**src/rtl/wioe_pkg.sv**
```systemverilog
// Shared types, constants and command/status structs for the interval overlap block.
package wioe_pkg;

  localparam int MAX_DAYS_DEF   = 1024;
  localparam int COUNT_BITS_DEF = 16;

  // Fixed field widths of the stream and register interface.
  localparam int DAY_W     = 11;
  localparam int OUT_CNT_W = 16;
  localparam int IN_DATA_W  = 24;
  localparam int OUT_DATA_W = 56;
  localparam int CFG_ADDR_W = 3;
  localparam int CFG_DATA_W = 32;

  localparam logic [DAY_W-1:0] DAY_COUNT_RST  = 11'd1024;
  localparam logic [DAY_W-1:0] WINDOW_LEN_RST = 11'd1;

  typedef enum logic [0:0] {
    OP_ADD  = 1'b0,
    OP_EVAL = 1'b1
  } opcode_t;

  typedef enum logic [0:0] {
    REG_DAY_COUNT  = 1'b0,
    REG_WINDOW_LEN = 1'b1
  } reg_idx_t;

  typedef struct packed {
    logic accept;
    logic sweep_init;
    logic add_rd;
    logic add_wr;
    logic sweep_rd;
    logic load_out;
    logic clr_step;
  } wioe_cmd_t;

  typedef struct packed {
    logic win_ok;
    logic rd_last;
    logic out_free;
    logic clr_last;
  } wioe_status_t;

endpackage

```
**src/rtl/wioe_ctrl.sv**
```systemverilog
// Controller state machine: add, sweep, result and clearing sequencing.
module wioe_ctrl
  import wioe_pkg::*;
(
  input  logic         clk,
  input  logic         rst_n,
  input  logic         in_tvalid,
  input  logic         in_opcode,
  output logic         in_tready,
  input  wioe_status_t status,
  output wioe_cmd_t    cmd
);

  typedef enum logic [2:0] {
    CLEAR,
    IDLE,
    ADD_RD,
    ADD_WR,
    SWEEP,
    TAIL,
    DONE
  } state_t;

  state_t state_r;
  state_t state_nxt;
  logic   accept;

  assign in_tready = (state_r == IDLE);
  assign accept    = in_tvalid && in_tready;

  always_comb begin
    cmd            = '0;
    cmd.accept     = accept;
    cmd.sweep_init = accept && (opcode_t'(in_opcode) == OP_EVAL);
    state_nxt      = state_r;
    unique case (state_r)
      CLEAR: begin
        cmd.clr_step = 1'b1;
        if (status.clr_last) begin
          state_nxt = IDLE;
        end
      end
      IDLE: begin
        if (accept) begin
          if (opcode_t'(in_opcode) == OP_EVAL) begin
            state_nxt = status.win_ok ? SWEEP : DONE;
          end else begin
            state_nxt = ADD_RD;
          end
        end
      end
      ADD_RD: begin
        cmd.add_rd = 1'b1;
        state_nxt  = ADD_WR;
      end
      ADD_WR: begin
        cmd.add_wr = 1'b1;
        state_nxt  = IDLE;
      end
      SWEEP: begin
        cmd.sweep_rd = 1'b1;
        if (status.rd_last) begin
          state_nxt = TAIL;
        end
      end
      TAIL: begin
        // The last day's read data is folded into the running count here.
        state_nxt = DONE;
      end
      DONE: begin
        if (status.out_free) begin
          cmd.load_out = 1'b1;
          state_nxt    = CLEAR;
        end
      end
      default: begin
        state_nxt = CLEAR;
      end
    endcase
  end

  always_ff @(posedge clk) begin
    if (!rst_n) begin
      state_r <= CLEAR;
    end else begin
      state_r <= state_nxt;
    end
  end

endmodule

```
**config.mk**
```make
export PLATFORM = sky130hd
export DESIGN_NAME = wioe_ctrl
export DESIGN_NICKNAME = d
export VERILOG_FILES = /design/src/rtl/wioe_pkg.sv /design/src/rtl/wioe_ctrl.sv
export SDC_FILE = /design/constraint.sdc
export NUM_CORES = 1
export LEC_CHECK = 0
export ABC_AREA = 1
export CAP_MARGIN = 15
export CELL_PAD_IN_SITES_DETAIL_PLACEMENT = 0
export CELL_PAD_IN_SITES_GLOBAL_PLACEMENT = 2
export CORE_UTILIZATION = 22
export DETAILED_ROUTE_END_ITERATION = 10
export DONT_BUFFER_PORTS = 1
export GPL_TIMING_DRIVEN = 0
export PLACE_DENSITY = 0.73
export SLEW_MARGIN = 20
export SYNTH_ARGS = -nofsm -noshare
export SYNTH_HDL_FRONTEND = slang
export SYNTH_SLANG_ARGS = --single-unit
```
**constraint.sdc**
```tcl
create_clock -name clk -period 0.94 [get_ports clk]
set_input_delay 0 -clock clk [delete_from_list [all_inputs] [get_ports clk]]
set_output_delay 0 -clock clk [all_outputs]
set_load 0.01 [all_outputs]
```
**After elaboration in Yosys (flattened, before gate mapping)**

Index checks and enable logic that the tools add are counted.

- Eq/ne operators: 10
- Reductions and logical operators: 4
- Mux-type cells: 13

Operators with widths:

| cell | number |
|---|---|
| $pmux 3 s7 | 1 |
| $mux 3 | 5 |
| $eq 3x3->1 const B | 3 |
| $eq 3x2->1 const B | 2 |
| $mux 1 | 6 |
| $ne 2x2->1 const B | 3 |
| $reduce_and 4->1 | 1 |
| $eq 3x1->1 const B | 1 |
| $logic_not 3->1 | 1 |
| $logic_and 1x1->1 | 2 |
| $mux 2 | 1 |
| $ne 2x1->1 const B | 1 |

- Logic and storage cells: 28
- Register bits after elaboration: 3
- Output and inout bits: 8
- Input port bits: 8

**Longest topological paths before layout**

Gate-level depths: netlist of run 1.

- Word-level depth: 4
- Depth in mapped cells: 8
- Gate-level depth less buffers: 8

**Worst setup path before layout of run 1**

No wires, ideal clock.

- Path type: reg-to-reg
- From: reg state_r[1]
- To: reg state_r[0]
- Buffers on the path: 1
- Slack: -0.055 ns
- Library setup time: 0.113 ns
- Required time: 0.827 ns
- Data arrival time: 0.882 ns
- Stages on the path, launching flop included: 8
- Period minus slack after synthesis: 0.995 ns
- Path through: dfxtp_1 -> buf_6 -> nor2_2 -> nand3b_1 -> nand2_2 -> nor2_2 -> nor2_1 -> nor2_1

- Longest elaborated chain between the ends: 4
- Elaborated cells between the ends (all ways): 14
- Classes of those cells: 10 x eq/ne; 1 x mux; 3 x reduce/logical

RTL lines:

| element | line | source |
|---|---|---|
| from (decl) | wioe_ctrl.sv:24 | `state_t state_r;` |
| from (signal assigned) | wioe_ctrl.sv:86 | `state_r <= state_nxt;` |
| $eq 3x1->1 | wioe_ctrl.sv:28, wioe_ctrl.sv:36 |  |
| $logic_and 1x1->1 | wioe_ctrl.sv:29 | `assign accept = in_tvalid && in_tready;` |
| $ne 2x1->1 (no source line) | n/a |  |
| $reduce_and 4->1 (no source line) | n/a |  |

Parallel ways exist; a longest one is shown, timed or not.
A chain may end at the register's enable or synchronous reset.

==> results of run 1 <==
-- final cells by class --
| class | instances | share of cell area |
|---|---|---|
| clock buffers | 4 | 0.0520 |
| flip-flops and latches | 3 | 0.136 |
| well taps | 14 | 0.0347 |
| multi-input cells | 38 | 0.495 |
| inverters | 9 | 0.0866 |
| repair buffers | 9 | 0.158 |
| plain buffers | 2 | 0.0371 |
-- synth_stat cells (all sizes together) --
library cell	instances
a21oi	3
buf	2
clkinv	1
dfxtp	3
inv	8
nand2	10
nand3	6
nand3b	2
nand4	1
nor2	14
nor3	1
nor3b	1
-- worst max-delay path, cell delays in order (launching register included) --
cell,delay (ns)
dfxtp_4,0.39
inv_6,0.05
nor2_4,0.16
nand2_4,0.08
nor3b_4,0.21
-- kinds of logic (layout without fill, tap and decap cells) --
kind of cell,after synthesis,count (layout)
flip-flops,3,3
AO/OA/AOI/OAI,3,3
buffers and inverters,11,24
AND/OR/NAND/NOR,35,35
-- metal layers --
layer,wire (um),up-vias
met5,0,-
met4,0,0
met3,40,0
met2,395,9
met1,365,163
li1,-,189
-- final timing paths --
path	from	to	slack (ns)	cells past startpoint
min reg2reg	state_r[0]$_SDFFE_PN0P_	state_r[0]$_SDFFE_PN0P_	0.55	2
max	state_r[0]$_SDFFE_PN0P_	cmd[5]	-0.18	4
min	status[1]	cmd[1]	0.13	2
max reg2reg	state_r[1]$_SDFFE_PN0P_	state_r[0]$_SDFFE_PN0P_	-0.16	7
-- stage by stage --
step / util / setup WS, ns / hold slack (ns)
after global routing: 0.426 / -0.243 / 0.139
after detailed placement: 0.284 / -0.151 / 0.120
final: 0.426 / -0.178 / 0.135
after CTS: 0.366 / -0.193 / 0.127
after floorplan: - / -0.0157 / 0.109
after global placement: 0.284 / -0.145 / 0.122
-- report_power, final --
part | leakage [nW] | internal (mW) | total [mW] | switching (mW)
sequential | 0.0264 | 0.217 | 0.330 | 0.113
clock | 0.0150 | 0.159 | 0.220 | 0.0608
combinational | 0.199 | 0.505 | 1.16 | 0.653
-- repair_timing --
item	4_1_cts	5_1_grt
endpoints found under the setup margin	10	11
cloned	0	0
gates resized for setup	9	16
hold buffers	2	0
buffers inserted	4	3
endpoints found under the hold margin	3	0
pin swaps	2	7
==> results.ini, run 1 <==
[cts]
ctsRootBufferMaster = clkbuf_4
numCtsBuffers = 3
clock_latency_ns = 0.23
clk_pin_slew_ns = 0.03
cts.sinks = 3
clk_path_buf_depth = 2
htreeDepth = 1
cts_tree = built

[logic_synthesis]
syn_inst = 52
avgSynthCellArea_sq_um = 5.80
synth-simple-area-share = 0.577
synth_fa_ha_area_frac = 0
synthTopCellsByArea = dfxtp_1, nor2_1, nand2_1
synth.cell_area_sq_um = 302
synth_top_family_by_area = simple AND/OR/NAND/NOR gates
syn_nets = 60
muxShareOfSynthArea = 0
yosys.area.top_type = dfxtp_1
synth_compound_area_frac = 0.0498
synth_top_area_frac = 0.199
ys_ff_latch = 3
synth_xor_area_frac = 0
yosysSeqAreaShare = 0.199
ys_types = 18
ys_warn_count = 0

[global_routing]
grt-ovfl-total = 0
busiest_layer = met2
grt_max_degree = 8
grtUsageMet2 = 0.200
grt_usage = 0.121
use_met1 = 0.150
grtUsageMet3 = 0.0578
grt_pass1_wl_um = 1270
grt_pass1_vias = 314
grt_antenna_before_repair = 0

[floorplan]
core_sq_mm = 0.00119
start_util = 0.254
num_io_pins = 16
fp-row-count = 12
die_height_um = 39.0
die_area_sq_mm = 0.00152
die_w_um = 39.0

[placement]
gp_congestion = 0.684
dpl_cell_area_sq_um = 337
portBuffers = 0
hpwl_um = 528
post-place-cells = 66

[timing]
finalHoldViolations = 0
fin_skew_ns = 0.000141
post-route-period-util = 1.19
setup_violations = 8
fin_crit_ns = 1.12
max_freq_mhz = 894
fin_tns_setup_ns = -1.12
worst_pin_slew_ns = 0.355
rsz0062_at_grt = yes
worst_slack_ns = -0.178
maxSlewHeadroom = 0.761
slew_viol_final = 0

[worst_setup_path]
arrival_ns = 1.12
crit_path_end_kind = output pin
critical_path.startpoint_type = flip-flop
path_class = reg2out
crit_required_ns = 0.94
crit_fanout = 5

[cells_and_area]
register_area_sq_um = 68.8
reg_top3 = state_r x3
regMostFlops = state_r
antennaDiodeCount = 0
largest_reg_flops = 3
final_cell_count_no_fill = 79
final_area_sq_um = 505
area_growth_pct = 67.6
layout.nets = 74
multi_input_area_sq_um = 250
drive_above_1_share = 0.600
nFillCells = 141
layout_common_cells = nor2_2, nor2_1, buf_4, nand2_1

[power]
vdd_drop_max_mv = 1.57
p_leak_nw = 0.240
total_power_mw = 1.71
power_density_mw_per_mm2 = 3380

[outcome]
status = complete, but fails checks
violations = setup timing

[flow_run]
max_cap_viol_count = 0

[detailed_routing]
drt_iter0_markers = 3
vias = 361
routed_via_density = 4.57
dr.pass1.iters = 2
totalWireLength_um = 801
route.antenna.remaining_nets = 0
wl_per_cell_um = 10.1
drc = 0

[min_path]
hold_class = in2out

(Power assumes the default switching activity.)
==> run 2, diff against run 1 <==
--- a/config.mk
+++ b/config.mk
@@ -13,7 +13,7 @@
 export DETAILED_ROUTE_END_ITERATION = 10
 export DONT_BUFFER_PORTS = 1
 export GPL_TIMING_DRIVEN = 0
-export PLACE_DENSITY = 0.73
+export PLACE_DENSITY_LB_ADDON = 0.3
 export SLEW_MARGIN = 20
 export SYNTH_ARGS = -nofsm -noshare
 export SYNTH_HDL_FRONTEND = slang
==> results.ini, run 2 (same netlist as run 1, synthesis figures left out) <==
[placement]
portBuffers = 0  ; unchanged
hpwl_um = 541  ; was 528 um
dp_slack_ns = -0.151  ; about the same
gp_congestion = 0.676  ; was 0.684

[timing]
fin_hold_ws_ns = -0.0147  ; was 0.135 ns
fin_skew_ns = 0.000427  ; was 0.000141 ns
max_freq_mhz = 891  ; was 894 MHz
fin_crit_ns = 1.12  ; about the same
finalHoldViolations = 1  ; was 0
maxSlewHeadroom = 0.760  ; was 0.761
worst_pin_slew_ns = 0.357  ; was 0.355 ns
post-route-period-util = 1.19  ; about the same
slew_viol_final = 0  ; unchanged
rsz0062_at_grt = yes  ; unchanged
setup_violations = 10  ; was 8
fin_tns_setup_ns = -1.11  ; was -1.12 ns
worst_slack_ns = -0.183  ; was -0.178 ns

[cts]
ctsRootBufferMaster = clkbuf_4  ; unchanged
cts.sinks = 3  ; unchanged
cts_tree = built  ; unchanged
htreeDepth = 1  ; unchanged
clock_latency_ns = 0.23  ; about the same
numCtsBuffers = 3  ; unchanged
clk_pin_slew_ns = 0.04  ; was 0.03 ns
clk_path_buf_depth = 2  ; unchanged

[outcome]
violations = hold timing, setup timing  ; was setup timing
status = complete, but fails checks  ; unchanged

[floorplan]
start_util = 0.254  ; unchanged
num_io_pins = 16  ; unchanged
die_w_um = 39.0  ; unchanged
fp-row-count = 12  ; unchanged
die_area_sq_mm = 0.00152  ; unchanged
die_height_um = 39.0  ; unchanged
core_sq_mm = 0.00119  ; unchanged

[worst_setup_path]
crit_path_end_kind = output pin  ; unchanged
crit_required_ns = 0.94  ; about the same
critical_path.startpoint_type = flip-flop  ; unchanged
arrival_ns = 1.12  ; about the same
crit_fanout = 5  ; unchanged
path_class = reg2out  ; unchanged

[detailed_routing]
routed_via_density = 4.41  ; was 4.57
drt_iter0_markers = 5  ; was 3
route.antenna.remaining_nets = 0  ; unchanged
vias = 331  ; was 361
wl_per_cell_um = 9.60  ; was 10.1 um
drc = 0  ; unchanged
dr.pass1.iters = 3  ; was 2
totalWireLength_um = 720  ; was 801 um

[power]
total_power_mw = 1.57  ; was 1.71 mW
power_density_mw_per_mm2 = 3450  ; was 3380 mW/mm^2
p_leak_nw = 0.219  ; was 0.240 nW
vdd_drop_max_mv = 1.21  ; was 1.57 mV

[cells_and_area]
reg_top3 = state_r x3  ; unchanged
largest_reg_flops = 3  ; unchanged
layout_commonest_cell = nor2_1
final_util = 0.385  ; was 0.426
drive_above_1_share = 0.574  ; was 0.600
area_growth_pct = 51.5  ; was 67.6%
regMostFlops = state_r  ; unchanged
layout.nets = 70  ; was 74
antennaDiodeCount = 0  ; unchanged
layout_common_cells = nor2_1, inv_2, nand2_1, nor2_2  ; was nor2_2, nor2_1, buf_4, nand2_1

[flow_run]
max_cap_viol_count = 0  ; unchanged

[global_routing]
grt_pass1_vias = 292  ; was 314
grt-ovfl-total = 0  ; unchanged
grt_max_degree = 8  ; unchanged
grt_usage = 0.115  ; was 0.121
grt_antenna_before_repair = 0  ; unchanged
grt_pass1_wl_um = 1170  ; was 1270 um

[min_path]
hold_class = in2reg  ; was in2out

==> run 2: final timing paths <==
path / slack, ns / startpoint / endpoint / cells after the start
worst min-delay path: -0.01 / in_opcode / state_r[2]$_SDFFE_PN0P_ / 2
worst max register to register: -0.14 / state_r[0]$_SDFFE_PN0P_ / state_r[0]$_SDFFE_PN0P_ / 8
worst min register to register: 0.54 / state_r[0]$_SDFFE_PN0P_ / state_r[0]$_SDFFE_PN0P_ / 2
worst max-delay path: -0.18 / state_r[0]$_SDFFE_PN0P_ / cmd[5] / 4
==> run 2: layout make-up <==
cell class | count | area [sq um]
plain buffers | 2 | 18.8
inverters | 9 | 38.8
flip-flops and latches | 3 | 67.6
clock buffers | 4 | 26.3
repair buffers | 5 | 43.8
fillers | 138 | 729
well taps | 14 | 17.5
multi-input cells | 38 | 244
==> run 2: timing repair <==
item                                    4_1_cts  5_1_grt
hold buffers                                  1        0
buffers inserted                              3        1
hold endpoints to repair                      3        0
pin swaps                                     4        6
endpoints found under the setup margin       10       11
gates resized for setup                       9       11
cloned                                        0        0
==> run 2: routing by layer <==
metal / up-vias / GRT usage / routed length (um)
met4: 0 / 0 / 0
met3: 0 / 0.0694 / 22
met5: - / 0 / 0
li1: 182 / - / -
met1: 141 / 0.143 / 366
met2: 8 / 0.179 / 332
==> run 2: worst max-delay path, stage by stage (launching register included) <==
cell and delay, ns:
dfxtp_4 0.38, inv_4 0.05, nor2_4 0.16, nand2_4 0.08, nor3b_4 0.22
==> run 2: power breakdown <==
group          internal (mW)  switching [mW]
clock                  0.159          0.0679
combinational          0.422           0.615
sequential             0.213          0.0967
==> run 2: per-stage QoR <==
step / std cells / area, sq um
floorplan: 52 / 319
global placement: 66 / 337
detailed placement: 66 / 337
CTS: 74 / 414
global route: 75 / 457
finish: 75 / 457
==> run 3, diff against run 2 <==
--- a/config.mk
+++ b/config.mk
@@ -13,7 +13,7 @@
 export DETAILED_ROUTE_END_ITERATION = 10
 export DONT_BUFFER_PORTS = 1
 export GPL_TIMING_DRIVEN = 0
-export PLACE_DENSITY_LB_ADDON = 0.3
+export PLACE_DENSITY_LB_ADDON = 0.08
 export SLEW_MARGIN = 20
 export SYNTH_ARGS = -nofsm -noshare
 export SYNTH_HDL_FRONTEND = slang
==> results.ini, run 3 (same netlist as run 1, synthesis figures left out) <==
[cells_and_area]
largest_reg_flops = 3  ; unchanged
layout_common_cells = nand2_1, nor2_2, nor2_1  ; was nor2_1, inv_2, nand2_1, nor2_2
area_growth_pct = 54.8  ; was 51.5%
reg_top3 = state_r x3  ; unchanged
regMostFlops = state_r  ; unchanged
antennaDiodeCount = 0  ; unchanged
final_cell_count_no_fill = 74  ; was 75
drive_above_1_share = 0.583  ; was 0.574
layout.nets = 69  ; was 70

[global_routing]
grt_pass1_vias = 299  ; was 292
grt_pass1_wl_um = 1280  ; was 1170 um
grt-ovfl-total = 0  ; unchanged
grt_usage = 0.128  ; was 0.115
grt_max_degree = 8  ; unchanged
grt_antenna_before_repair = 0  ; unchanged

[floorplan]
num_io_pins = 16  ; unchanged
die_w_um = 39.0  ; unchanged
die_height_um = 39.0  ; unchanged
start_util = 0.254  ; unchanged
fp-row-count = 12  ; unchanged
die_area_sq_mm = 0.00152  ; unchanged
core_sq_mm = 0.00119  ; unchanged

[timing]
setup_violations = 8  ; was 10
slew_viol_final = 0  ; unchanged
finalHoldViolations = 0  ; was 1
max_freq_mhz = 886  ; was 891 MHz
worst_pin_slew_ns = 0.212  ; was 0.357 ns
fin_skew_ns = 0.00122  ; was 0.000427 ns
worst_slack_ns = -0.188  ; was -0.183 ns
rsz0062_at_grt = yes  ; unchanged
post-route-period-util = 1.20  ; was 1.19
maxSlewHeadroom = 0.858  ; was 0.760
fin_crit_ns = 1.13  ; was 1.12 ns

[worst_setup_path]
reg2reg_depth = 8  ; unchanged
path_class = reg2out  ; unchanged
crit_fanout = 5  ; unchanged
crit_required_ns = 0.94  ; about the same
critical_path.top_delay_family = simple AND/OR/NAND/NOR gates  ; unchanged
r2r_slack_ns = -0.13  ; was -0.14 ns
path_cells = inv_4 > nor2_4 > nand2_4 > nor3b_4  ; unchanged
crit_path_end_kind = output pin  ; unchanged
arrival_ns = 1.13  ; was 1.12 ns
worstReg2RegStart = state_r[0]$_SDFFE_PN0P_  ; unchanged
critical_path.startpoint_type = flip-flop  ; unchanged
r2r-end = state_r[1]$_SDFFE_PN0P_  ; was state_r[0]$_SDFFE_PN0P_
max_stage_delay_ns = 0.38  ; about the same
worst-path-buf-inv = 1  ; unchanged
cp_slowest_cell = dfxtp_4  ; unchanged
cp.depth = 4  ; unchanged

[power]
pwr-share-comb = 0.632  ; was 0.659
p_int_mw = 0.785  ; was 0.794 mW
power_frac_seq = 0.231  ; was 0.197
p_sw_mw = 0.828  ; was 0.779 mW
vdd_drop_max_mv = 1.65  ; was 1.21 mV
power_density_mw_per_mm2 = 3450  ; about the same
p_leak_nw = 0.217  ; was 0.219 nW
clkPwrFrac = 0.136  ; was 0.144
swShare = 0.513  ; was 0.495

[min_path]
hold_class = in2out  ; was in2reg
worstHoldStart = status[1]  ; was in_opcode
min_to = cmd[1]  ; was state_r[2]$_SDFFE_PN0P_
worst_hold_path.num_cells = 2  ; unchanged

[detailed_routing]
route.antenna.remaining_nets = 0  ; unchanged
drc = 0  ; unchanged
vias = 341  ; was 331
wl_per_cell_um = 11.5  ; was 9.60 um
routed_via_density = 4.61  ; was 4.41
drt_iter0_markers = 1  ; was 5
totalWireLength_um = 851  ; was 720 um
dr.pass1.iters = 3  ; unchanged

[cts]
clock_latency_ns = 0.23  ; about the same
ctsRootBufferMaster = clkbuf_4  ; unchanged
htreeDepth = 1  ; unchanged
clk_pin_slew_ns = 0.03  ; was 0.04 ns
clk_path_buf_depth = 2  ; unchanged
cts_tree = built  ; unchanged
numCtsBuffers = 3  ; unchanged
cts.sinks = 3  ; unchanged

[placement]
gp_congestion = 0.730  ; was 0.676
hpwl_um = 579  ; was 541 um
portBuffers = 0  ; unchanged
dp_slack_ns = -0.178  ; was -0.151 ns
post-place-cells = 66  ; unchanged

[flow_run]
max_cap_viol_count = 0  ; unchanged

[outcome]
status = complete, but fails checks  ; unchanged
violations = setup timing  ; was hold timing, setup timing

run 3: what timing repair did:
item / 4_1_cts / 5_1_grt
gates resized for setup: 17 / 8
hold endpoints to repair: 3 / 0
hold buffers: 2 / 0
buffers inserted: 2 / 1
endpoints found under the setup margin: 10 / 11
pin swaps: 2 / 2
gates cloned: 0 / 0
run 3: routing by layer:
| layer | part of all wire | wire, um | global-route usage | vias to the layer above |
|---|---|---|---|---|
| li1 | - | - | - | 181 |
| met1 | 0.46 | 389 | 0.146 | 154 |
| met2 | 0.50 | 425 | 0.221 | 6 |
| met3 | 0.042 | 36 | 0.0694 | 0 |
| met4 | 0 | 0 | 0 | 0 |
| met5 | 0 | 0 | 0 | - |
run 3: per-stage QoR:
step,TNS [ns],utilization,hold WS (ns),instance area (sq um),total power [mW]
4_1_cts,-1.07,0.376,0.120,445,1.54
3_3_place_gp,-0.324,0.284,0.119,337,1.06
2_1_floorplan,-0.0314,-,0.109,319,0.940
6_report,-0.879,0.393,0.122,467,1.61
3_5_place_dp,-0.406,0.284,0.122,337,1.07
5_1_grt,-1.38,0.393,0.128,467,1.76
run 3: worst max-delay path by stage:
stage	from	end	slack, ns
finish	state_r[0]$_SDFFE_PN0P_	cmd[5]	-0.19
global route	state_r[0]$_SDFFE_PN0P_	cmd[5]	-0.23
CTS	state_r[1]$_SDFFE_PN0P_	cmd[5]	-0.21
detailed placement	state_r[1]$_SDFFE_PN0P_	state_r[1]$_SDFFE_PN0P_	-0.18
global placement	state_r[1]$_SDFFE_PN0P_	state_r[1]$_SDFFE_PN0P_	-0.13
floorplan	state_r[0]$_SDFFE_PN0P_	state_r[0]$_SDFFE_PN0P_	-0.02
run 3: final cells by class:
class                      count  area, sq um
fill                         132          719
multi-input combinational     38          255
sequential                     3         71.3
timing repair buffer           5         46.3
inverter                       9         42.5
clock buffer                   4         26.3
tap                           14         17.5
buffer                         1         7.51
run 3: power groups by stage:
stage | Clock, mW | Sequential [mW] | Combinational (mW)
after floorplan | 0 | 0.281 | 0.660
after global placement | 0 | 0.295 | 0.766
after detailed placement | 0 | 0.294 | 0.776
after CTS | 0.229 | 0.342 | 0.973
after global routing | 0.237 | 0.389 | 1.13
final | 0.220 | 0.373 | 1.02
